File: config.mk
export PLATFORM = sky130hd
export DESIGN_NAME = compacting_key_set
export DESIGN_NICKNAME = d
export VERILOG_FILES = /design/src/ckset_pkg.sv /design/src/ckset_dp.sv /design/src/ckset_ctrl.sv /design/src/compacting_key_set.sv
export SDC_FILE = /design/constraint.sdc
export NUM_CORES = 1
export LEC_CHECK = 0
export BUFFER_PORTS_ARGS = -buffer_cell sky130_fd_sc_hd__buf_2
export CAP_MARGIN = 20
export CORE_MARGIN = 1
export CORE_UTILIZATION = 35
export DETAILED_ROUTE_END_ITERATION = 6
export PLACE_DENSITY = 0.49
export SETUP_SLACK_MARGIN = 0.3
export SLEW_MARGIN = 25
export SYNTH_ARGS = -nofsm -noshare
export SYNTH_HDL_FRONTEND = slang
export SYNTH_SLANG_ARGS = --single-unit
File: constraint.sdc
create_clock -name clk -period 5.5 [get_ports clk]
set_input_delay 0.55 -clock clk [delete_from_list [all_inputs] [get_ports clk]]
set_output_delay 0.55 -clock clk [all_outputs]
set_load 0.01 [all_outputs]
File: src/ckset_pkg.sv
`timescale 1ns / 1ps
`default_nettype none

package ckset_pkg;

  // Fixed field widths of the request and result transactions.
  localparam int KEY_W     = 16;
  localparam int FUNC_W    = 2;
  localparam int CNT_OUT_W = 5;

  // Operation codes carried on the request channel.
  typedef enum logic [FUNC_W-1:0] {
    FUNC_ADD      = 2'd0,
    FUNC_REMOVE   = 2'd1,
    FUNC_CONTAINS = 2'd2,
    FUNC_CLEAR    = 2'd3
  } func_t;

  // Commands from the controller to the datapath.
  typedef struct packed {
    logic load;        // capture the request key
    logic clr;         // empty the list
    logic scan_init;   // start walking from slot zero
    logic shift_init;  // start moving entries above the match down
    logic step;        // issue one slot read and advance the pointer
    logic shift_wr;    // write the slot read last cycle one place lower
    logic append;      // store the key at the end of the list
    logic dec;         // one entry fewer
    logic ok_set;      // record the result flag
    logic ok_val;
    logic out_load;    // move the result into the output register
  } dp_cmd_t;

  // Status from the datapath to the controller.
  typedef struct packed {
    logic key_zero;    // key on the request channel is the empty mark
    logic full;        // every slot is occupied
    logic at_end;      // pointer has reached the entry count
    logic match;       // slot read last cycle holds the key
    logic pend;        // a slot read is in flight
  } dp_status_t;

endpackage

`default_nettype wire

File: src/ckset_dp.sv
`timescale 1ns / 1ps
`default_nettype none

module ckset_dp
  import ckset_pkg::*;
#(
  parameter int SET_SLOTS = 16
) (
  input  wire logic                 clk,
  input  wire logic                 rst_n,
  input  wire logic [KEY_W-1:0]     in_key_code,
  input  wire dp_cmd_t              cmd,
  output dp_status_t                sts,
  output logic                      out_ok,
  output logic [CNT_OUT_W-1:0]      out_entry_count
);

  localparam int CNT_W = $clog2(SET_SLOTS + 1);
  localparam int AW    = (SET_SLOTS > 1) ? $clog2(SET_SLOTS) : 1;

  logic [KEY_W-1:0]     mem [SET_SLOTS];
  logic [KEY_W-1:0]     key_r;
  logic [CNT_W-1:0]     count_r, count_nxt;
  logic [CNT_W-1:0]     idx_r, idx_nxt;
  logic [CNT_W-1:0]     cidx_r, cidx_nxt;
  logic                 vld_r, vld_nxt;
  logic [KEY_W-1:0]     rdata_r;
  logic                 res_ok_r;
  logic                 out_ok_r;
  logic [CNT_OUT_W-1:0] out_cnt_r;

  logic                 rd_en;
  logic                 wr_en;
  logic [AW-1:0]        wr_addr;
  logic [KEY_W-1:0]     wr_data;
  logic                 full;

  assign full  = (count_r == CNT_W'(SET_SLOTS));
  assign rd_en = cmd.step && (idx_r < count_r);

  // Status back to the controller.
  assign sts.key_zero = (in_key_code == '0);
  assign sts.full     = full;
  assign sts.at_end   = (idx_r == count_r);
  assign sts.match    = vld_r && (rdata_r == key_r);
  assign sts.pend     = vld_r;

  // Write port: an append at the end, or one step of the compaction.
  always_comb begin
    wr_en   = 1'b0;
    wr_addr = count_r[AW-1:0];
    wr_data = key_r;
    if (cmd.append) begin
      wr_en = 1'b1;
    end else if (cmd.shift_wr && vld_r) begin
      wr_en   = 1'b1;
      wr_addr = cidx_r[AW-1:0] - AW'(1);
      wr_data = rdata_r;
    end
  end

  // Slot pointer, read pipeline and entry count.
  always_comb begin
    idx_nxt   = idx_r;
    cidx_nxt  = cidx_r;
    vld_nxt   = vld_r;
    count_nxt = count_r;
    if (cmd.shift_init) begin
      idx_nxt = cidx_r + CNT_W'(1);
      vld_nxt = 1'b0;
    end else if (cmd.scan_init) begin
      idx_nxt = '0;
      vld_nxt = 1'b0;
    end else if (cmd.step) begin
      vld_nxt = rd_en;
      if (rd_en) begin
        cidx_nxt = idx_r;
        idx_nxt  = idx_r + CNT_W'(1);
      end
    end
    if (cmd.clr) begin
      count_nxt = '0;
    end else if (cmd.append) begin
      count_nxt = count_r + CNT_W'(1);
    end else if (cmd.dec) begin
      count_nxt = count_r - CNT_W'(1);
    end
  end

  // Control registers.
  always_ff @(posedge clk) begin
    if (!rst_n) begin
      count_r <= '0;
      idx_r   <= '0;
      cidx_r  <= '0;
      vld_r   <= 1'b0;
    end else begin
      count_r <= count_nxt;
      idx_r   <= idx_nxt;
      cidx_r  <= cidx_nxt;
      vld_r   <= vld_nxt;
    end
  end

  // Slot memory with a registered read.
  always_ff @(posedge clk) begin
    if (wr_en) begin
      mem[wr_addr] <= wr_data;
    end
    if (rd_en) begin
      rdata_r <= mem[idx_r[AW-1:0]];
    end
  end

  // Request key, result flag and output register.
  always_ff @(posedge clk) begin
    if (cmd.load) begin
      key_r <= in_key_code;
    end
    if (cmd.ok_set) begin
      res_ok_r <= cmd.ok_val;
    end
    if (cmd.out_load) begin
      out_ok_r  <= res_ok_r;
      out_cnt_r <= CNT_OUT_W'(count_r);
    end
  end

  assign out_ok          = out_ok_r;
  assign out_entry_count = out_cnt_r;

endmodule

`default_nettype wire

File: src/ckset_ctrl.sv
`timescale 1ns / 1ps
`default_nettype none

module ckset_ctrl
  import ckset_pkg::*;
(
  input  wire logic              clk,
  input  wire logic              rst_n,
  input  wire logic              in_valid,
  output logic                   in_ready,
  input  wire logic [FUNC_W-1:0] in_func,
  output logic                   out_valid,
  input  wire logic              out_ready,
  input  wire dp_status_t        sts,
  output dp_cmd_t                cmd
);

  typedef enum logic [3:0] {
    ST_IDLE  = 4'b0001,
    ST_SCAN  = 4'b0010,
    ST_SHIFT = 4'b0100,
    ST_RESP  = 4'b1000
  } state_t;

  state_t state_r, state_nxt;
  func_t  func_r, func_nxt;
  logic   out_valid_r, out_valid_nxt;
  func_t  in_op;

  assign in_op = func_t'(in_func);

  // Next state and datapath commands.
  always_comb begin
    state_nxt = state_r;
    func_nxt  = func_r;
    cmd       = '0;
    in_ready  = 1'b0;
    unique case (state_r)
      ST_IDLE: begin
        in_ready = 1'b1;
        if (in_valid) begin
          cmd.load = 1'b1;
          func_nxt = in_op;
          if (in_op == FUNC_CLEAR) begin
            cmd.clr    = 1'b1;
            cmd.ok_set = 1'b1;
            cmd.ok_val = 1'b1;
            state_nxt  = ST_RESP;
          end else if (sts.key_zero) begin
            // The empty mark matches the first free slot, if there is one.
            cmd.ok_set = 1'b1;
            cmd.ok_val = !sts.full;
            state_nxt  = ST_RESP;
          end else begin
            cmd.scan_init = 1'b1;
            state_nxt     = ST_SCAN;
          end
        end
      end
      ST_SCAN: begin
        cmd.step = 1'b1;
        if (sts.match) begin
          if (func_r == FUNC_REMOVE) begin
            cmd.shift_init = 1'b1;
            state_nxt      = ST_SHIFT;
          end else begin
            cmd.ok_set = 1'b1;
            cmd.ok_val = 1'b1;
            state_nxt  = ST_RESP;
          end
        end else if (sts.at_end) begin
          // Key is absent: an add appends it while there is room.
          cmd.ok_set = 1'b1;
          if (func_r == FUNC_ADD && !sts.full) begin
            cmd.append = 1'b1;
            cmd.ok_val = 1'b1;
          end
          state_nxt = ST_RESP;
        end
      end
      ST_SHIFT: begin
        cmd.step     = 1'b1;
        cmd.shift_wr = 1'b1;
        if (sts.at_end && !sts.pend) begin
          cmd.dec    = 1'b1;
          cmd.ok_set = 1'b1;
          cmd.ok_val = 1'b1;
          state_nxt  = ST_RESP;
        end
      end
      ST_RESP: begin
        if (!out_valid_r || out_ready) begin
          cmd.out_load = 1'b1;
          state_nxt    = ST_IDLE;
        end
      end
      default: begin
        state_nxt = ST_IDLE;
      end
    endcase
  end

  // Output transaction is pending until the consumer takes it.
  always_comb begin
    out_valid_nxt = out_valid_r;
    if (cmd.out_load) begin
      out_valid_nxt = 1'b1;
    end else if (out_ready) begin
      out_valid_nxt = 1'b0;
    end
  end

  always_ff @(posedge clk) begin
    if (!rst_n) begin
      state_r     <= ST_IDLE;
      func_r      <= FUNC_ADD;
      out_valid_r <= 1'b0;
    end else begin
      state_r     <= state_nxt;
      func_r      <= func_nxt;
      out_valid_r <= out_valid_nxt;
    end
  end

  assign out_valid = out_valid_r;

endmodule

`default_nettype wire

File: src/compacting_key_set.sv
`timescale 1ns / 1ps
`default_nettype none

// Packed set of SET_SLOTS nonzero 16-bit key codes with add, remove, contains and
// clear requests, one result transaction per request carrying a flag and the entry
// count after the operation. Requests are taken one at a time. Clear and requests
// with key zero go from acceptance straight to the response state, which loads the
// result into the output register once the output is free; add and contains walk
// the stored entries from slot zero, and a remove also moves every entry behind the
// removed key one slot lower. The single slot memory is read one slot per cycle. A
// new request is accepted while a finished result still waits on the output.

module compacting_key_set
  import ckset_pkg::*;
#(
  parameter int SET_SLOTS = 16
) (
  input  wire logic                 clk,
  input  wire logic                 rst_n,
  input  wire logic                 in_valid,
  output logic                      in_ready,
  input  wire logic [FUNC_W-1:0]    in_func,
  input  wire logic [KEY_W-1:0]     in_key_code,
  output logic                      out_valid,
  input  wire logic                 out_ready,
  output logic                      out_ok,
  output logic [CNT_OUT_W-1:0]      out_entry_count
);

  dp_cmd_t    cmd;
  dp_status_t sts;

  // Sequencer for the slot walk and the compaction.
  ckset_ctrl u_ctrl (
    .clk       (clk),
    .rst_n     (rst_n),
    .in_valid  (in_valid),
    .in_ready  (in_ready),
    .in_func   (in_func),
    .out_valid (out_valid),
    .out_ready (out_ready),
    .sts       (sts),
    .cmd       (cmd)
  );

  // Slot memory, pointers and result registers.
  ckset_dp #(
    .SET_SLOTS (SET_SLOTS)
  ) u_dp (
    .clk             (clk),
    .rst_n           (rst_n),
    .in_key_code     (in_key_code),
    .cmd             (cmd),
    .sts             (sts),
    .out_ok          (out_ok),
    .out_entry_count (out_entry_count)
  );

endmodule

`default_nettype wire
Word-level counts from Yosys, hierarchy flattened

Memories as Yosys holds them, arrays and structs flattened. A register that Yosys moved wholly into a read port is not among the register bits.
Cells that the tools add are included.
Widths: inputs -> output; s select.

Logic and storage cells: 107
Memories kept: 1
Flip-flop bits (word level): 46
RAM bits: 256

Memory list:

| name     | words | bits a word | read ports | clocked after Yosys merged registers in | wr ports | RTL line       | text |
|---|---|---|---|---|---|---|---|
| u_dp.mem | 16    | 16          | 1          | 1                                       | 1        | ckset_dp.sv:21 | `logic [KEY_W-1:0] mem [SET_SLOTS];` |

Magnitude comparators: 1
Bitwise operators: 3
$add $sub $neg: 5
Reductions and logical operators: 22
Equality and inequality tests: 13
Muxes and demuxes: 51

Operator list:

| kind                | number |
|---|---|
| $mux 4              | 10 |
| $mux 16             | 2 |
| $mux 5              | 6 |
| $mux 1              | 22 |
| $eq 16x16->1        | 1 |
| $logic_not 16->1    | 1 |
| $pmux 4 s4          | 1 |
| $add 5x1->5 const B | 3 |
| $mux 2              | 6 |
| $mux 3              | 3 |
| $reduce_and 4->1    | 2 |
| $pmux 2 s3          | 1 |
| $reduce_bool 3->1   | 2 |
| $eq 5x5->1          | 1 |
| $eq 5x5->1 const B  | 1 |
| $logic_and 1x1->1   | 5 |
| $lt 5x5->1          | 1 |
| $sub 5x1->5 const B | 1 |
| $eq 4x1->1 const B  | 1 |
| $eq 4x2->1 const B  | 1 |
| $eq 4x3->1 const B  | 1 |
| $eq 4x4->1 const B  | 1 |
| $ne 2x1->1 const B  | 2 |
| $reduce_and 2->1    | 2 |
| other kinds (12)    | 18 |

Depth between registers and ports, before layout

Gate-level depths: netlist of run 1.

Word-level depth: 10
Gate-level depth with buffers: 17

Hierarchy

From an unflattened synthesis of run 1, not the netlist that was laid out.

Cell total of the unflattened synthesis: 711
Area total of the unflattened synthesis: 12,988.7 um^2

By module, submodules not included:

| module     | area an instance (um^2) | cells each | times used |
|---|---|---|---|
| ckset_dp   | 12,512.0                | 649        | 1 |
| ckset_ctrl | 476.7                   | 62         | 1 |

Worst setup path after synthesis of run 1

OpenSTA, ideal clock, no wires.

Kind: reg-to-reg
From: register u_dp.idx_r[0]
To: memory u_dp.mem[10][0] (enable)
Arrival: 2.786 ns
Buffers on the path: 3
Stages on the path, launching flop included: 12
Clock period less this slack: 3.174 ns
Data required time: 5.112 ns
Setup time: 0.388 ns
Slack: 2.326 ns
Cell sequence: dfxtp_1 -> clkbuf_1 -> buf_4 -> buf_2 -> inv_1 -> ha_1 -> inv_1 -> nor2_1 -> nand4_1 -> a211oi_1 -> o21ai_1 -> nor2_1

Longest elaborated chain between the ends: 7
Elaborated cells on any way between the ends: 8
Those cells by class: eq/ne (1); mux (7)

Ends and longest elaborated chain:

| what                         | RTL line         | text |
|---|---|---|
| start: declaration           | ckset_dp.sv:24   | `logic [CNT_W-1:0] idx_r, idx_nxt;` |
| start signal: assignment     | ckset_dp.sv:99   | `idx_r <= idx_nxt;` |
| $eq 5x5->1 (*)               | ckset_dp.sv:44   | `assign sts.at_end = (idx_r == count_r);` |
| $mux 1 (*)                   | ckset_ctrl.sv:71 | `end else if (sts.at_end) begin` |
| $mux 1 (*)                   | ckset_ctrl.sv:62 | `if (sts.match) begin` |
| $mux 1 (*)                   | ckset_ctrl.sv:38 | `unique case (state_r)` |
| $mux 1                       | ckset_dp.sv:53   | `if (cmd.append) begin` |
| $mux 1                       | ckset_dp.sv:107  | `if (wr_en) begin` |
| $mux 1 (not written as such) | ckset_dp.sv:108  | `mem[wr_addr] <= wr_data;` |
| end: declaration             | ckset_dp.sv:21   |  |

Mark *: on every way between the ends. The rest lies on a longest branch, timed or not.

Worst setup path in the final report of run 1

From: register u_dp.idx_r[0]
To: memory u_dp.mem[11][2] (enable)

Same word-level chain as after synthesis.

==> results of run 1 <==
## cells by family (layout without fill, tap and decap cells)
group                    count (synthesis)  after routing  share of synthesized area [%]
flip-flops                             318            318                           72.3
AND/OR/NAND/NOR                        109            109                           4.57
multiplexers                           103            103                           15.9
AO/OA/AOI/OAI                           53             53                           2.79
buffers and inverters                   47            117                           1.51
XOR/XNOR                                25             25                           1.70
adder cells (fa/ha/maj)                 12             12                           1.22
## per-stage QoR
| step | utilization (%) | hold slack (ps) |
|---|---|---|
| detailed placement | 37.8 | 407 |
| finish | 41.0 | 230 |
| floorplan | - | 400 |
| global route | 41.0 | 213 |
| CTS | 40.9 | 207 |
| global placement | 37.8 | 405 |
## layout make-up
type                            count  area [sq um]
Inverter                           19          71.3
Fill cell                        3194         21200
Tap cell                          461           577
Timing Repair Buffer               33           175
Clock inverter                     21           186
Clock buffer                       44           952
Multi-Input combinational cell    302          3440
Sequential cell                   318          9320
## power groups by stage
stage / Sequential (uW) / Clock, uW / Combinational [uW]
finish: 2730 / 2310 / 233
detailed placement: 2790 / 0 / 236
floorplan: 2770 / 0 / 136
global route: 2740 / 2460 / 255
global placement: 2790 / 0 / 228
CTS: 2740 / 2370 / 236
## critical path, cell delays in order (launching register included)
cell      delay, ps
dfxtp_4         800
inv_1           100
ha_1            310
inv_1            50
nor2_1          200
nand4_1         240
a211oi_1        380
o21ai_1         300
nor2_2          840
## path summary, 6_finish.rpt
check | startpoint | endpoint | slack [ps] | depth (start not counted)
worst min-delay path | in_key_code[8] | u_dp.key_r[8] | 230 | 1
worst max register to register | u_dp.idx_r[0] | u_dp.mem[11][2] | 1870 | 8
worst max-delay path | u_dp.idx_r[0] | u_dp.mem[11][2] | 1870 | 8
worst min register to register | u_dp.res_ok_r | u_dp.out_ok | 430 | 0
## cells in the mapped netlist, types with 3 or more instances
cell	count	share of area, %
a211oi_1	4	0.23
a21o_1	3	0.17
a21oi_1	7	0.27
a31oi_1	5	0.24
and2_1	3	0.15
and3_1	3	0.15
buf_1	3	0.087
buf_2	6	0.23
buf_4	3	0.17
clkbuf_1	16	0.47
dfxtp_1	23	3.6
edfxtp_1	295	69
ha_1	11	1.1
inv_1	14	0.41
inv_2	4	0.12
mux2_2	14	1.2
mux2i_1	9	0.70
mux4_2	80	14
nand2_1	23	0.67
nand3_1	9	0.35
nand4_1	8	0.39
nor2_1	27	0.79
nor2b_1	5	0.24
nor3_1	8	0.31
nor4_1	5	0.24
o21a_1	4	0.23
o21ai_0	5	0.19
o21ai_1	8	0.31
o22ai_1	3	0.15
xnor2_1	13	0.88
xor2_1	12	0.82
## layer usage
layer	up-vias	track usage, %	wire length, microns	share of wire (%)
met5	-	0	0	0
met4	0	4.47	618	2.0
met3	46	2.92	1250	4.0
met2	146	30.1	16200	51
met1	3404	21.7	13500	43
li1	2808	-	-	-
## sequential cells by signal, summed over array words and instances, names as in the netlist
name / count
u_dp.mem: 256
u_dp.key_r: 16
u_dp.rdata_r: 16
u_dp.cidx_r: 5
u_dp.count_r: 5
u_dp.idx_r: 5
u_dp.out_entry_count: 5
u_ctrl.state_r: 4
u_ctrl.func_r: 2
u_ctrl.out_valid: 1
u_dp.out_ok: 1
u_dp.res_ok_r: 1
u_dp.vld_r: 1
==> run summary, run 1 <==
# rows - 69
via count - 6,404
Synth Net Count - 701
Avg Cell Area, Syn - 19.3 sq um
Tot GR Track Use - 17.1%
CP Class - register to register
count of buffers from port buffering - 29
Switching Power - 1130 uW
Cell Int Power - 4150 uW
Hold WC Path Type - primary input to register
Rel. slew slack - 30.4%
number of synthesis warnings - 0
Power Density - 359 mW/mm^2
placed cell areas - 0.0136 sq mm
later-pin clock latency in the skew report - 520 ps
clock sinks - 318
largest net degree at the start of global routing - 69
clk slew on worst S/H paths - 50 ps
initial antenna violation count - 0
Setup WS pre-CTS - 1860 ps
gpl congestion - 0.816
final worst-path cycle share - 66.0%
main flop type after synthesis - edfxtp_1
H-tree depth - 2
drt first pass iters - 5
Die H - 194 microns
RSZ-0062 raised after global routing - false
postcts setup bufs - 0
Starting DRT DRC Count - 490
Area Growth Syn to Fin - 14.2%
Slew Limit Fails - 0
Post-CTS Resized - 0
measured slew at the worst slew-check pin - 1040 ps
CP endpoint kind - register
remaining global-route overflow - 0
Cells after Synth - 667
wire per inst - 26.3 microns
Synth cell types - 58
vias per inst - 5.35
CTS tree - yes
final hold violation count - 0
Initial Utilization - 35.9%
Remaining DRCs - 0
DRT Wirelength - 31.5 mm
CTS Buf Count - 37
Core Box Area - 0.0359 sq mm
DP Cell Count - 1,133
finished layout cell area - 0.0147 sq mm
static leakage - 0.00454 uW
layout cells sized above 1 - 28.8%
Final min period - 3630 ps
Die W - 194 microns
clock power share - 43.8%
CP Launch Type - register
# setup viols final - 0
CTS max path bufs - 3
sequential element share of the synthesized area - 72.3%
#FFs+latches synth - 318
worst vdd ir - 0.273 mV
nets - 745
most common cell after layout, fill and taps aside - edfxtp_1
Max Freq - 275 MHz
Setup WS post-layout - 1870 ps
max_cap viols - 0
Post-synth EDFFs - 295
Die ar. - 0.0376 sq mm
Pwr Total - 5280 uW
Post-Synthesis Cell Area - 0.0129 sq mm
clk_skew - 20.9 ps
switch share - 21.4%
Logic pwr share - 4.4%
Root Driver - clkbuf_16
Finished Layout Cells - 1,198
diode count - 0
first-pass GRT wire length - 46.1 mm
WP data arrival - 3770 ps
Setup TNS - 0 ps
most frequent cells in the layout - edfxtp_1 (295), mux4_2 (80), clkbuf_16 (37), buf_2 (29), nand2_1 (22)
required time worst endpoint - 5640 ps
hold buffer count at CTS - 0
ys async rst share - 0%
sequential share of power - 51.8%
boundary pin count - 30
status - finished, final reports clean
Crit Path Max Fanout - 34
vias in the first global route - 6,676
post-route ant nets - 0
half-perimeter wire length after placement - 20.5 mm
No activity file was read; power rests on OpenSTA's default activity.
==> inputs of run 2 (changes only) <==
clock period = 3.4 ns   (was 5.5 ns; I/O delays follow)
==> run 2 against run 1 <==
- register-to-register slack got worse by 1400 ps
- hold slack got worse by 200 ps
- critical endpoint is now u_dp.count_r[4]
- combinational power is 55% higher
- critical path type unchanged
- non-clock buffer count rose by 40
==> run summary, run 2 (synthesized netlist as in run 1, its figures left out) <==
RSZ-0062 raised after global routing - true
worst vdd ir - 0.350 mV (+29%)
initial antenna violation count - 0 (unchanged)
CP endpoint kind - register
Top cell by count, worst path - o21a_1
clk slew on worst S/H paths - 60 ps (about the same)
WP data arrival - 3350 ps (-420 ps)
Area Growth Syn to Fin - 17.3%
first-pass GRT wire length - 45.3 mm (-1.6%)
drt first pass iters - 5 (unchanged)
gpl congestion - 0.821 (+0.61%)
WHS - 28.0 ps (-202 ps)
WP buf/inv - 1 (-1)
wire per inst - 24.3 microns (-7.6%)
finished layout cell area - 0.0151 sq mm (+2.7%)
H-tree depth - 2 (unchanged)
placed cell areas - 0.0139 sq mm (+2.4%)
# rows - 69 (unchanged)
later-pin clock latency in the skew report - 520 ps (about the same)
CTS Buf Count - 37 (unchanged)
remaining global-route overflow - 0 (unchanged)
Hold WC Path Type - primary input to register
Setup TNS - 0 ps (unchanged)
Die ar. - 0.0376 sq mm (unchanged)
vias per inst - 5.21 (-2.5%)
Power Density - 572 mW/mm^2 (+59%)
via count - 6,459 (+0.86%)
measured slew at the worst slew-check pin - 783 ps (-261 ps)
clock sinks - 318 (unchanged)
clk_skew - 23.7 ps (+2.76 ps)
max_cap viols - 0 (unchanged)
Crit Path Max Fanout - 7 (-79%)
diode count - 0 (unchanged)
RR Startpoint - u_dp.count_r[4]
Reg2Reg Capture Point - u_dp.count_r[4]
CP Class - register to register
layout cells sized above 1 - 32.1% (+3.4 points)
most frequent cells in the layout - edfxtp_1 (295), mux4_2 (80), buf_4 (40), clkbuf_16 (38), buf_2 (29)
count of buffers from port buffering - 29 (unchanged)
crit path from - u_dp.count_r[4]
Final min period - 2960 ps (-672 ps)
largest net degree at the start of global routing - 69 (unchanged)
slowest CP cell - dfxtp_1
worst-path cell chain - inv_1 > ha_1 > nand4_1 > nor2_2 > nand4_1 > a21o_4 > ha_1 > nor2b_1 > o21a_1 > nor2_1 > a211oi_2 > o21a_1 > o21a_1
max reg flops - 256 (unchanged)
Slew Limit Fails - 0 (unchanged)
nets - 785 (+5.4%)
Remaining DRCs - 0 (unchanged)
Largest regs - u_dp.mem: 256 flops, u_dp.key_r: 16 flops, u_dp.rdata_r: 16 flops
half-perimeter wire length after placement - 19.4 mm (-5.8%)
Die H - 194 microns (unchanged)
critical path's largest stage delay - 360 ps (-480 ps)
largest delay contributor family on the critical path - compound AO/OA/AOI/OAI gates
setup slack, reg-to-reg - 440 ps (-1430 ps)
Reg2Reg Depth - 13 (+5)
Rel. slew slack - 47.5% (+17 points)
worst hold start - in_key_code[1]
status - finished, final reports clean
required time worst endpoint - 3790 ps (-1850 ps)
Top reg by flops - u_dp.mem
Initial Utilization - 35.9% (unchanged)
# setup viols final - 0 (unchanged)
final hold violation count - 0 (unchanged)
Starting DRT DRC Count - 457 (-6.7%)
most common cell after layout, fill and taps aside - edfxtp_1
Root Driver - clkbuf_16
vias in the first global route - 6,990 (+4.7%)
post-route ant nets - 0 (unchanged)
Die W - 194 microns (unchanged)
Max Freq - 338 MHz (+23%)
boundary pin count - 30 (unchanged)
Hold Path Depth - 1 (unchanged)
Core Box Area - 0.0359 sq mm (unchanged)
WHS Endpoint - u_dp.key_r[1]
static leakage - 0.00479 uW (+5.4%)
Tot GR Track Use - 16.4% (-0.68 points)
DRT Wirelength - 30.1 mm (-4.4%)
CTS max path bufs - 3 (unchanged)
CTS tree - yes
CP Launch Type - register
final worst-path cycle share - 87.1% (+21 points)
[run 2: what timing repair did]
item / in CTS / in global routing
hold buffers: 0 / 0
endpoints found under the setup margin: 0 / 68
gates resized for setup: 0 / 5
buffers inserted: 0 / 2
hold endpoints to repair: 0 / 0
[run 2: report_power, final]
part / switching (uW) / total, uW / internal [uW] / leakage, uW
Sequential: 30.5 / 4410 / 4380 / 0.00285
Clock: 1510 / 3870 / 2360 / 0.000577
Combinational: 241 / 361 / 121 / 0.00137
Total: 1780 / 8640 / 6860 / 0.00479
[run 2: how the worst max path moves through the flow]
stage | slack, ps | cells after the start | to
floorplan | 230 | 11 | u_dp.mem[10][0]
global placement | 480 | 12 | u_dp.count_r[4]
detailed placement | 420 | 13 | u_dp.count_r[4]
CTS | 400 | 13 | u_dp.count_r[4]
global route | 250 | 12 | u_dp.count_r[4]
finish | 440 | 13 | u_dp.count_r[4]
[run 2: layout make-up]
class                      count  area (sq um)
fill                        3166         20800
inverter                      19          71.3
multi-input combinational    302          3440
sequential                   318          9320
tap                          461           577
timing repair buffer          73           517
clock buffer                  49           992
clock inverter                17           196
[run 2: per-stage QoR]
step	power, uW	utilization [%]	std cells	setup slack [ps]
final	8640	42.1	1239	440
after detailed placement	4850	38.7	1171	420
after CTS	8720	42.0	1237	404
after global routing	8900	42.1	1239	247
after global placement	4830	38.7	1171	480
after floorplan	4700	-	667	226
[run 2: per-layer routing]
layer / vias to the layer above / share of wire [%] / GRT usage (%)
li1: 2900 / - / -
met3: 57 / 3.6 / 2.78
met1: 3372 / 44 / 21.3
met5: - / 0 / 0
met2: 130 / 50 / 27.8
met4: 0 / 3.0 / 5.50
